`config.mk`:
```
export PLATFORM = sky130hd
export DESIGN_NAME = tpsu_ctrl
export DESIGN_NICKNAME = d
export VERILOG_FILES = /design/src/hdl/tpsu_pkg.sv /design/src/hdl/tpsu_ctrl.sv
export SDC_FILE = /design/constraint.sdc
export NUM_CORES = 1
export LEC_CHECK = 0
export BUFFER_PORTS_ARGS = -buffer_cell sky130_fd_sc_hd__buf_2
export CAP_MARGIN = 10
export CORE_AREA = 2 2 39 41
export DETAILED_ROUTE_END_ITERATION = 16
export DIE_AREA = 0 0 41 43
export PLACE_DENSITY = 0.53
export SLEW_MARGIN = 20
export SYNTH_ARGS = -nofsm -noshare
export SYNTH_HDL_FRONTEND = slang
export SYNTH_SLANG_ARGS = --single-unit
```
`constraint.sdc`:
```
create_clock -name clk -period 1.6 [get_ports clk]
set_clock_uncertainty 0.2 [all_clocks]
set_input_delay 0.08 -clock clk [delete_from_list [all_inputs] [get_ports clk]]
set_output_delay 0.08 -clock clk [all_outputs]
set_load 0.05 [all_outputs]
```
`src/hdl/tpsu_pkg.sv`:
```
`timescale 1ns / 1ps
// ----------------------------------------------------------------------------
// tpsu_pkg
// Shared types for the task priority selector: command codes, controller
// states and the control/status bundles between controller and datapath.
// ----------------------------------------------------------------------------
package tpsu_pkg;

	typedef enum logic [1:0] {
		KIND_ADD    = 2'd0,
		KIND_EDIT   = 2'd1,
		KIND_REMOVE = 2'd2,
		KIND_EXEC   = 2'd3
	} kind_t;

	typedef enum logic [2:0] {
		ST_CLEAR,
		ST_IDLE,
		ST_DECODE,
		ST_EDIT_WR,
		ST_SCAN,
		ST_SCAN_END,
		ST_FINISH
	} state_t;

	typedef struct packed {
		logic capture;
		logic clr_wr;
		logic ctr_clear;
		logic scan_rd;
		logic best_init;
		logic add_wr;
		logic edit_rd;
		logic edit_wr;
		logic rm_wr;
		logic kill_wr;
		logic emit;
	} cmd_t;

	typedef struct packed {
		logic  ctr_last;
		logic  id_ok;
		kind_t kind;
	} sts_t;

endpackage

```
`src/hdl/tpsu_ctrl.sv`:
```
`timescale 1ns / 1ps
// ----------------------------------------------------------------------------
// tpsu_ctrl
// Controller: sequences the clearing pass, the single-word commands and the
// linear scan for execute-top.
// ----------------------------------------------------------------------------
module tpsu_ctrl (
	input  logic            clk,
	input  logic            arst_n,
	input  logic            start,
	input  tpsu_pkg::sts_t  sts,
	output tpsu_pkg::cmd_t  cmd,
	output logic            busy
);

	tpsu_pkg::state_t state_q, state_d;

	always_ff @(posedge clk or negedge arst_n) begin
		if (!arst_n) begin
			state_q <= tpsu_pkg::ST_CLEAR;
		end else begin
			state_q <= state_d;
		end
	end

	always_comb begin
		state_d = state_q;
		cmd     = '0;
		busy    = 1'b1;
		unique case (state_q)
			tpsu_pkg::ST_CLEAR: begin
				cmd.clr_wr = 1'b1;
				if (sts.ctr_last) begin
					state_d = tpsu_pkg::ST_IDLE;
				end
			end
			tpsu_pkg::ST_IDLE: begin
				busy = 1'b0;
				if (start) begin
					cmd.capture = 1'b1;
					state_d     = tpsu_pkg::ST_DECODE;
				end
			end
			tpsu_pkg::ST_DECODE: begin
				state_d = tpsu_pkg::ST_IDLE;
				if (sts.kind == tpsu_pkg::KIND_EXEC) begin
					cmd.ctr_clear = 1'b1;
					cmd.best_init = 1'b1;
					state_d       = tpsu_pkg::ST_SCAN;
				end else if (sts.id_ok) begin
					unique case (sts.kind)
						tpsu_pkg::KIND_ADD:    cmd.add_wr = 1'b1;
						tpsu_pkg::KIND_EDIT: begin
							cmd.edit_rd = 1'b1;
							state_d     = tpsu_pkg::ST_EDIT_WR;
						end
						tpsu_pkg::KIND_REMOVE: cmd.rm_wr = 1'b1;
						default:               cmd = '0;
					endcase
				end
			end
			tpsu_pkg::ST_EDIT_WR: begin
				cmd.edit_wr = 1'b1;
				state_d     = tpsu_pkg::ST_IDLE;
			end
			tpsu_pkg::ST_SCAN: begin
				cmd.scan_rd = 1'b1;
				if (sts.ctr_last) begin
					state_d = tpsu_pkg::ST_SCAN_END;
				end
			end
			tpsu_pkg::ST_SCAN_END: begin
				state_d = tpsu_pkg::ST_FINISH;
			end
			tpsu_pkg::ST_FINISH: begin
				cmd.kill_wr = 1'b1;
				cmd.emit    = 1'b1;
				state_d     = tpsu_pkg::ST_IDLE;
			end
			default: begin
				state_d = tpsu_pkg::ST_IDLE;
			end
		endcase
	end

endmodule

```
Yosys cells after proc, flatten, opt, wreduce, memory -nomap -nowiden
Cells that the tools add are included.
{ "word_totals": {"wordCells": 41, "inputBits": 7, "reg_bits": 3, "output_inout_bits": 12} }
{ "op_classes": {"mux": 25, "n_reduce_logical": 3, "eq_ne": 12} }
{ "op_table": {"columns": ["op", "n"], "rows": [
  ["two-way mux 3 bit", 5],
  ["one-hot mux 3 bit (5 select lines)", 1],
  ["two-way mux 6 bit", 2],
  ["two-way mux 1 bit", 10],
  ["equality test 3 bit, second input constant", 3],
  ["one-hot mux 1 bit (2 select lines)", 4],
  ["equality test 3 x 2 -> 1 bit, second input constant", 2],
  ["!= test 2 bit, second input constant", 3],
  ["equality test 2 bit, second input constant", 2],
  ["two-way mux 2 bit", 2],
  ["one-hot mux 2 bit (2 select lines)", 1],
  ["equality test 3 x 1 -> 1 bit, second input constant", 1],
  ["zero test 3 bit", 1],
  ["AND reduction 3 bit", 1],
  ["equality test 2 x 1 -> 1 bit, second input constant", 1],
  ["zero test 2 bit", 1]
]} }

Longest topological paths before layout
Gate-level depths: netlist of run 1.
{ "depth": {"depth_word": 5, "depth_mapped": 4, "depth_no_buf": 3} }

Worst setup path before layout of run 1
Ideal clock, no wire load.
{ "synth_timing": {"kind": "flip-flop to output port", "startpoint": "register state_q[0]", "endpoint": "output cmd[5] (netlist bit)", "arrival_time_ps": 2137, "required_time_ps": 1320, "stages_incl_launch_ff": 4, "n_path_buf": 1, "slack_ps": -817, "cell_sequence": "dfrtp_1 -> buf_6 -> nand2b_4 -> nor4_1"} }
{ "synth_rtl": {"columns": ["element", "line", "text"], "rows": [
  ["start, declared", "tpsu_ctrl.sv:16", "tpsu_pkg::state_t state_q, state_d;"],
  ["start signal, assigned", "tpsu_ctrl.sv:20", "state_q <= tpsu_pkg::ST_CLEAR;"],
  ["start signal, assigned", "tpsu_ctrl.sv:22", "state_q <= state_d;"],
  ["end, declared", "tpsu_ctrl.sv:12", "output tpsu_pkg::cmd_t cmd,"]
]} }

==> impl_metrics.py, run 1 <==
metrics = {
    "finish": {
        "largest_reg_flops": 3,
        "regMostFlops": "state_q",
        "fin_cells": 73,
        "final_cell_mix": "buf_2, buf_4, dlygate4sd3_1",
        "mostFrequentLayoutCell": "buf_2",
        "area_growth_pct": 94.69,
        "layout.nets": 65,
        "antennaDiodeCount": 0,
        "fillCellCount": 148,
        "drive_gt1_frac": 0.7018,
        "top_regs": "state_q x3",
    },
    "floorplanning": {
        "dieArea_mm2": 0.001763,
        "die_x_um": 41,
        "core_area_mm2": 0.001384,
        "num_io_pins": 19,
        "die_h_um": 43,
        "rows": 14,
        "start_util": 0.2043,
    },
    "place": {
        "place_ws_ps": 158.8,
        "port_buffers": 18,
        "dp_cells": 62,
        "hpwl_um": 585.8,
        "gp_congestion": 0.6719,
    },
    "timing": {
        "slew_viol_final": 0,
        "setup_viol": 0,
        "fin_ws_ps": 44.46,
        "rsz0062_at_grt": "yes",
        "finalHoldViolations": 1,
        "holdWs_ps": -14.17,
        "fin_crit_sh": 0.9722,
        "tns_ps": 0,
        "finalCriticalPeriod_ps": 1556,
        "worst_pin_slew_ps": 250.0,
        "slew_headroom": 0.8345,
        "maxClockFrequency_mhz": 642.9,
    },
    "setup_path": {
        "crit_fanout": 5,
        "cp.arrival_ps": 1280,
        "critical_path.endpoint_type": "primary output",
        "worst-setup-path-type": "flip-flop to primary output",
        "cp.required_ps": 1320,
        "worst_setup_path_start_kind": "flip-flop",
    },
    "min_path": {
        "hp-class": "input port to flip-flop",
    },
    "power_and_ir_drop": {
        "combPwrFrac": 0.700,
        "total_power_mw": 0.9924,
        "internal_power_mw": 0.4580,
        "p_sw_mw": 0.5345,
        "power_density_mw_per_mm2": 1803,
        "vdd_drop_max_mv": 0.6472,
        "power_frac_clock": 0.134,
        "power_frac_seq": 0.165,
        "swShare": 0.5385,
        "p_leak_nw": 0.2706,
    },
    "global_route": {
        "grt_max_degree": 9,
        "antenna_found_initial": 0,
        "grt_pass1_wl_um": 1311,
        "grt_pass1_vias": 305,
        "grt-ovfl-total": 0,
        "grtUsageTotal": 0.1247,
    },
    "drt": {
        "dr_total_vias": 317,
        "ant_nets": 0,
        "drt_first_pass_iters": 4,
        "avgRoutedWirePerCell_um": 10.88,
        "drt_iter0_markers": 4,
        "drc": 0,
        "routed_via_density": 4.342,
        "wirelength_um": 794,
    },
    "outcome": {
        "outcome": "complete, but fails checks",
        "violations": "hold timing",
    },
    "cts": {
        "path_clk_slew_ps": 40,
        "h-tree-depth": 1,
        "cts_buffers": 3,
        "cts_sinks": 3,
        "clk_latency_ps": 230,
        "root_buffer": "clkbuf_4",
        "tritoncts": "yes",
        "cts_buffer_depth": 2,
    },
    "logic_synthesis": {
        "synth_area_um2": 282.8,
        "syn_area_per_cell_um2": 9.426,
        "synthCells": 30,
        "ys_warn_count": 0,
        "ys_types": 20,
        "ys_ff_latch": 3,
        "seq_area_frac_synth": 0.2655,
        "postSynthNetCount": 37,
    },
    "flow_run": {
        "maxCapViolations": 0,
    },
}
[layout make-up]
| class | count | area (µm²) | share of cell area |
|---|---|---|---|
| Multi-Input combinational cell | 21 | 216.5 | 0.3932 |
| Clock buffer | 4 | 26.28 | 0.04773 |
| Inverter | 2 | 7.507 | 0.01364 |
| Sequential cell | 3 | 77.57 | 0.1409 |
| Timing Repair Buffer | 27 | 202.7 | 0.3682 |
| Tap cell | 16 | 20.02 | 0.03636 |
[cell usage after synthesis, drive strengths merged]
master,instances,share of area
and2,1,0.022
a21o,1,0.027
nand2b,2,0.097
and2b,1,0.027
nor2,2,0.027
a21oi,1,0.018
nor4b,1,0.053
dfrtp,3,0.27
clkbuf,1,0.018
mux2i,1,0.035
inv,2,0.027
o31ai,1,0.044
nor4,1,0.022
buf,3,0.093
nand3b,2,0.053
nor3b,2,0.053
nand2,2,0.027
nor3,3,0.093
[power by group through the flow]
stage	sequential [mW]	combinational, mW	clock [mW]
after global routing	0.172	0.742	0.154
after detailed placement	0.162	0.640	0
after CTS	0.169	0.663	0.141
after floorplan	0.136	0.576	0
after global placement	0.163	0.636	0
final	0.164	0.695	0.133
[critical path, cell delays in order (launching register included)]
cell and delay (ps):
dfrtp_2 440, and2b_1 200, and2_2 190, buf_2 200
[cell families (layout without fill, tap and decap cells)]
| kind of cell | count (synthesis) | in the layout | synth area share |
|---|---|---|---|
| and+or+nand+nor | 17 | 17 | 0.4735 |
| buffers and inverters | 6 | 33 | 0.1371 |
| AOI/OAI and AO/OA | 3 | 3 | 0.08848 |
| DFF | 3 | 3 | 0.2655 |
| muxes | 1 | 1 | 0.03540 |
[metrics by stage]
stage	utilization	cell area, µm²
global placement	0.3047	421.7
detailed placement	0.3047	421.7
CTS	0.3734	516.7
floorplan	-	336.6
finish	0.3978	550.5
global route	0.3978	550.5
[path summary, 6_finish.rpt]
path,start,end,slack [ps],cells past startpoint
max,state_q[1]$_DFFE_PN0P_,cmd[1],40,3
min,sts[0],state_q[1]$_DFFE_PN0P_,-10,3
max reg2reg,state_q[0]$_DFFE_PN0P_,state_q[2]$_DFFE_PN0P_,310,4
min reg2reg,state_q[1]$_DFFE_PN0P_,state_q[0]$_DFFE_PN0P_,470,2
max in group asynchronous,arst_n,state_q[2]$_DFFE_PN0P_,500,3
min in group asynchronous,arst_n,state_q[0]$_DFFE_PN0P_,530,3
[what timing repair did]
action	4_1_cts	5_1_grt
hold buffers	5	0
endpoints found under the hold margin	5	0
pin swaps	0	1
setup buffers	0	2
gates resized for setup	9	7
setup endpoints to repair	7	5
[layer usage]
| layer | global-route usage | share of wire | vias to the layer above |
|---|---|---|---|
| met5 | 0 | 0 | - |
| met4 | 0.1600 | 0.035 | 0 |
| met3 | 0.04712 | 0.076 | 2 |
| met2 | 0.1469 | 0.49 | 15 |
| met1 | 0.1424 | 0.40 | 145 |
| li1 | - | - | 155 |
Note: power is estimated with default switching activity, not from simulation.
==> run 2: changes to the inputs <==
==> constraint.sdc (replaced) <==
create_clock -name clk -period 1.85 [get_ports clk]
set_clock_uncertainty 0.2 [all_clocks]
set_input_delay 0.0925 -clock clk [delete_from_list [all_inputs] [get_ports clk]]
set_output_delay 0.0925 -clock clk [all_outputs]
set_load 0.05 [all_outputs]
==> run 2 against run 1 <==
Compared with the run above: via count down 9.5%; final cell count down 5.5%; register-to-register slack lost 220 ps; clock-buffer cell count is the same; critical endpoint is now state_q[1]$_DFFE_PN0P_; worst setup slack better by 42 ps; total power shrank 21%; non-clock buffer count decreased by 4; core utilization fell by 5.3 points; global-route usage shrank 2.8 points; sequential share of layout area rose by 1.9 points; first-iteration DRC count down 25%; combinational power fell by 27%; the flow now finishes without violations.
==> impl_metrics.py, run 2 (synthesis gave the netlist of run 1 again) <==
metrics = {
    "place": {
        "dp_cells": 60,
        "hpwl_um": 506.8,
        "gp_congestion": 0.6396,
        "port_buffers": 18,
        "placed_area_um2": 399.1,
    },
    "timing": {
        "slew_viol_final": 0,
        "setup_viol": 0,
        "rsz0062_at_grt": "no",
        "slew_headroom": 0.7820,
        "fin_crit_sh": 0.9533,
        "holdWs_ps": 42.61,
        "finalHoldViolations": 0,
        "maxClockFrequency_mhz": 567.0,
        "finalCriticalPeriod_ps": 1764,
        "worst_pin_slew_ps": 326.9,
    },
    "finish": {
        "drive_gt1_frac": 0.6038,
        "top_regs": "state_q x3",
        "fillCellCount": 139,
        "mostFrequentLayoutCell": "buf_2",
        "design_area_um2": 476.7,
        "antennaDiodeCount": 0,
        "layout.nets": 61,
        "fin_cells": 69,
        "largest_reg_flops": 3,
        "regMostFlops": "state_q",
        "final_cell_mix": "buf_2, dlygate4sd3_1, clkbuf_4",
        "area_growth_pct": 68.58,
    },
    "floorplanning": {
        "rows": 14,
        "num_io_pins": 19,
        "die_h_um": 43,
        "start_util": 0.2043,
        "dieArea_mm2": 0.001763,
        "die_x_um": 41,
        "core_area_mm2": 0.001384,
    },
    "setup_path": {
        "path_cells": "and2b_1 -> nand2_1 -> o31ai_2 -> dlygate4sd3_1",
        "slowest_delay_ps": 570,
        "slowest_stage": "dlygate4sd3_1",
        "crit_fanout": 8,
        "worst-setup-path-type": "flip-flop to flip-flop",
        "cp.arrival_ps": 1730,
        "critical_path.endpoint_type": "flip-flop",
        "cp.required_ps": 1820,
        "worst_setup_path_start_kind": "flip-flop",
    },
    "global_route": {
        "grt_pass1_wl_um": 1035,
        "grt-ovfl-total": 0,
        "grtUsageTotal": 0.09668,
        "grt_max_degree": 10,
        "antenna_found_initial": 0,
        "grt_pass1_vias": 274,
    },
    "outcome": {
        "outcome": "complete, no violations",
    },
    "drt": {
        "drc": 0,
        "routed_via_density": 4.159,
        "dr_total_vias": 287,
        "ant_nets": 0,
        "wirelength_um": 678,
        "avgRoutedWirePerCell_um": 9.826,
        "drt_iter0_markers": 3,
        "drt_first_pass_iters": 2,
    },
    "cts": {
        "path_clk_slew_ps": 40,
        "cts_buffers": 3,
        "root_buffer": "clkbuf_4",
        "cts_buffer_depth": 2,
        "cts_sinks": 3,
        "tritoncts": "yes",
        "h-tree-depth": 1,
        "clk_latency_ps": 240,
    },
    "power_and_ir_drop": {
        "power_density_mw_per_mm2": 1654,
        "vdd_drop_max_mv": 0.8266,
        "p_leak_nw": 0.2447,
    },
    "min_path": {
        "hp-class": "input port to flip-flop",
    },
    "flow_run": {
        "maxCapViolations": 0,
    },
}
-- run 2: timing repair --
item                       4_1_cts  5_1_grt
setup endpoints to repair        0        1
hold endpoints to repair         5        0
gates resized for setup          0        1
setup buffers                    0        0
hold buffers                     5        0
-- run 2: worst max-delay path, delay by kind of cell (launching register included) --
kind	cells	cell delay, ps
buffers and inverters	1	570
flip-flops	1	450
AND/OR/NAND/NOR	2	300
AO/OA/AOI/OAI	1	170
-- run 2: cell type report --
| cell class | count | area, µm² | area share |
|---|---|---|---|
| Multi-Input combinational cell | 21 | 206.4 | 0.4331 |
| Timing Repair Buffer | 23 | 140.1 | 0.2940 |
| Sequential cell | 3 | 76.32 | 0.1601 |
| Clock buffer | 4 | 26.28 | 0.05512 |
| Tap cell | 16 | 20.02 | 0.04199 |
| Inverter | 2 | 7.507 | 0.01575 |
-- run 2: per-stage QoR --
| stage | setup slack (ps) | setup TNS [ps] | util | power (mW) |
|---|---|---|---|---|
| 6_report | 86.41 | 0 | 0.3445 | 0.7887 |
| 5_1_grt | 10.18 | 0 | 0.3445 | 0.8426 |
| 4_1_cts | 48.52 | 0 | 0.3436 | 0.7954 |
| 3_5_place_dp | 363.4 | 0 | 0.2884 | 0.6543 |
| 3_3_place_gp | 370.0 | 0 | 0.2884 | 0.6482 |
| 2_1_floorplan | -60.70 | -79.23 | - | 0.5913 |
-- run 2: report_power, final --
part	internal [mW]	switching (mW)	leakage [nW]
clock network	0.0811	0.0375	0.0150
logic	0.166	0.339	0.193
registers	0.0975	0.0680	0.0368
total	0.344	0.445	0.245
-- run 2: routing by layer --
metal  track usage  vias to the layer above  share of wire
li1              -                      146              -
met2        0.1344                       12           0.51
met1       0.09416                      127           0.42
met5             0                        -              0
met3       0.03141                        2          0.043
met4        0.1200                        0          0.028
-- run 2: path summary, 6_finish.rpt --
check	startpoint	endpoint	slack [ps]	depth (start not counted)
hold reg to reg	state_q[0]$_DFFE_PN0P_	state_q[0]$_DFFE_PN0P_	500	2
max in group asynchronous	arst_n	state_q[0]$_DFFE_PN0P_	760	3
hold / removal	start	state_q[0]$_DFFE_PN0P_	40	4
min in group asynchronous	arst_n	state_q[2]$_DFFE_PN0P_	530	3
setup reg to reg	state_q[0]$_DFFE_PN0P_	state_q[1]$_DFFE_PN0P_	90	4
setup / recovery	state_q[0]$_DFFE_PN0P_	state_q[1]$_DFFE_PN0P_	90	4
==> run 3: changes to the inputs <==
--- a/config.mk
+++ b/config.mk
@@ -11,6 +11,7 @@
 export DETAILED_ROUTE_END_ITERATION = 16
 export DIE_AREA = 0 0 41 43
 export PLACE_DENSITY = 0.53
+export SETUP_SLACK_MARGIN = 0.4
 export SLEW_MARGIN = 20
 export SYNTH_ARGS = -nofsm -noshare
 export SYNTH_HDL_FRONTEND = slang
==> run 3 against run 2 <==
Compared with the run above: core utilization grew 15 points; combinational power is 63% higher; fmax up 11%; clock power barely moved; design area grew 45%; sequential power fell by 14%; worst hold slack lost 7.2 ps; worst setup slack gained 180 ps; clock-buffer cell count unchanged; sequential share of layout area decreased by 4.8 points; first-iteration DRC count is 67% lower; largest power group unchanged.
==> impl_metrics.py, run 3 (synthesis gave the netlist of run 1 again) <==
metrics = {
    "outcome": {
        "outcome": "complete, no violations",
    },
    "floorplanning": {
        "die_x_um": 41,
        "start_util": 0.2043,
        "die_h_um": 43,
        "num_io_pins": 19,
        "core_area_mm2": 0.001384,
        "dieArea_mm2": 0.001763,
        "rows": 14,
    },
    "cts": {
        "cts_sinks": 3,
        "cts_buffer_depth": 2,
        "root_buffer": "clkbuf_4",
        "h-tree-depth": 1,
        "tritoncts": "yes",
        "cts_buffers": 3,
        "clk_latency_ps": 240,
        "path_clk_slew_ps": 40,
    },
    "finish": {
        "mostFrequentLayoutCell": "buf_6",
        "top_regs": "state_q x3",
        "regArea_um2": 77.57,
        "regMostFlops": "state_q",
        "largest_reg_flops": 3,
        "multi_input_area_um2": 244.0,
        "final_cell_mix": "buf_6, buf_4, buf_2",
        "final_core_util": 0.4982,
        "fillCellCount": 131,
        "area_growth_pct": 143.8,
        "layout.nets": 72,
        "fin_cells": 80,
        "drive_gt1_frac": 0.7656,
        "antennaDiodeCount": 0,
    },
    "drt": {
        "avgRoutedWirePerCell_um": 10.48,
        "routed_via_density": 4.363,
        "ant_nets": 0,
        "drc": 0,
        "drt_iter0_markers": 1,
        "drt_first_pass_iters": 3,
        "wirelength_um": 838,
        "dr_total_vias": 349,
    },
    "timing": {
        "finalCriticalPeriod_ps": 1588,
        "tns_ps": 0,
        "slew_headroom": 0.8454,
        "worst_pin_slew_ps": 231.1,
        "finalHoldViolations": 0,
        "fin_ws_ps": 262.1,
        "maxClockFrequency_mhz": 629.8,
        "setup_viol": 0,
        "fin_crit_sh": 0.8583,
        "slew_viol_final": 0,
        "rsz0062_at_grt": "yes",
    },
    "setup_path": {
        "critical-path-top-delay-family": "flip-flops",
        "worst_setup_path_start_kind": "flip-flop",
        "reg2regPathDepth": 5,
        "cp.required_ps": 1560,
        "worst-setup-path-type": "flip-flop to primary output",
        "worstReg2RegStart": "state_q[2]$_DFFE_PN0P_",
        "cp.arrival_ps": 1300,
        "cp_num_buf_inv": 1,
        "critical_path.endpoint_type": "primary output",
        "crit_fanout": 6,
        "r2r_end": "state_q[2]$_DFFE_PN0P_",
        "ff2ff_setup_slack_ps": 410,
        "path_cells": "nand2b_4 -> nor4b_4 -> buf_6",
        "slowest_delay_ps": 440,
        "slowest_stage": "dfrtp_2",
    },
    "place": {
        "place_ws_ps": 342.1,
        "port_buffers": 18,
        "hpwl_um": 546.7,
        "dp_cells": 61,
        "gp_congestion": 0.6207,
    },
    "global_route": {
        "antenna_found_initial": 0,
        "grt_pass1_wl_um": 1331,
        "grt-ovfl-total": 0,
        "grt_pass1_vias": 348,
        "grtUsageTotal": 0.1088,
        "grt_max_degree": 7,
    },
    "min_path": {
        "holdPathEnd": "state_q[0]$_DFFE_PN0P_",
        "hp-class": "input port to flip-flop",
        "hp-start": "start",
        "whs_path_depth": 4,
    },
    "power_and_ir_drop": {
        "p_leak_nw": 0.3246,
        "vdd_drop_max_mv": 0.5948,
        "power_density_mw_per_mm2": 1569,
    },
    "flow_run": {
        "maxCapViolations": 0,
    },
}
## run 3: how the worst max path moves through the flow
| stage | from | endpoint | depth (start not counted) |
|---|---|---|---|
| 3_5_place_dp | state_q[2]$_DFFE_PN0P_ | cmd[2] | 3 |
| 6_report | state_q[2]$_DFFE_PN0P_ | cmd[2] | 3 |
| 5_1_grt | state_q[2]$_DFFE_PN0P_ | cmd[2] | 3 |
| 2_1_floorplan | state_q[2]$_DFFE_PN0P_ | cmd[10] | 3 |
| 4_1_cts | state_q[2]$_DFFE_PN0P_ | cmd[2] | 3 |
| 3_3_place_gp | state_q[2]$_DFFE_PN0P_ | cmd[2] | 3 |
## run 3: area by class of cell
cell class / count / share of cell area
Clock buffer: 4 / 0.03811
Inverter: 2 / 0.01089
Multi-Input combinational cell: 21 / 0.3539
Sequential cell: 3 / 0.1125
Tap cell: 16 / 0.02904
Timing Repair Buffer: 34 / 0.4555
## run 3: through the flow
stage	hold WS [ps]	power, mW	cell area (µm²)
global route	81.31	1.135	689.4
CTS	31.10	1.017	648.1
global placement	-308.6	0.6905	427.9
floorplan	-403.1	0.6312	350.3
finish	35.39	1.081	689.4
detailed placement	-309.6	0.6924	427.9
## run 3: timing repair
item / 4_1_cts / 5_1_grt
endpoints found under the hold margin: 5 / 0
hold buffers: 4 / 0
gates resized for setup: 28 / 7
setup buffers: 9 / 2
pin swaps: 5 / 6
setup endpoints to repair: 12 / 14
## run 3: metal layers
metal | vias up | GRT usage | share of wire
met5 | - | 0 | 0
li1 | 168 | - | -
met1 | 166 | 0.1201 | 0.36
met4 | 0 | 0.06000 | 0.020
met3 | 2 | 0.01047 | 0.058
met2 | 13 | 0.1875 | 0.56
## run 3: where the power goes
group | internal, mW | total, mW | switching [mW]
Clock | 0.0811 | 0.118 | 0.0374
Sequential | 0.0994 | 0.142 | 0.0427
Combinational | 0.372 | 0.821 | 0.449
## run 3: tightest hold or removal path, delay by kind of cell
kind                   cells  cell delay [ps]
muxes                      1              130
AOI/OAI and AO/OA          1               80
buffers and inverters      1               90
and+or+nand+nor            1               40
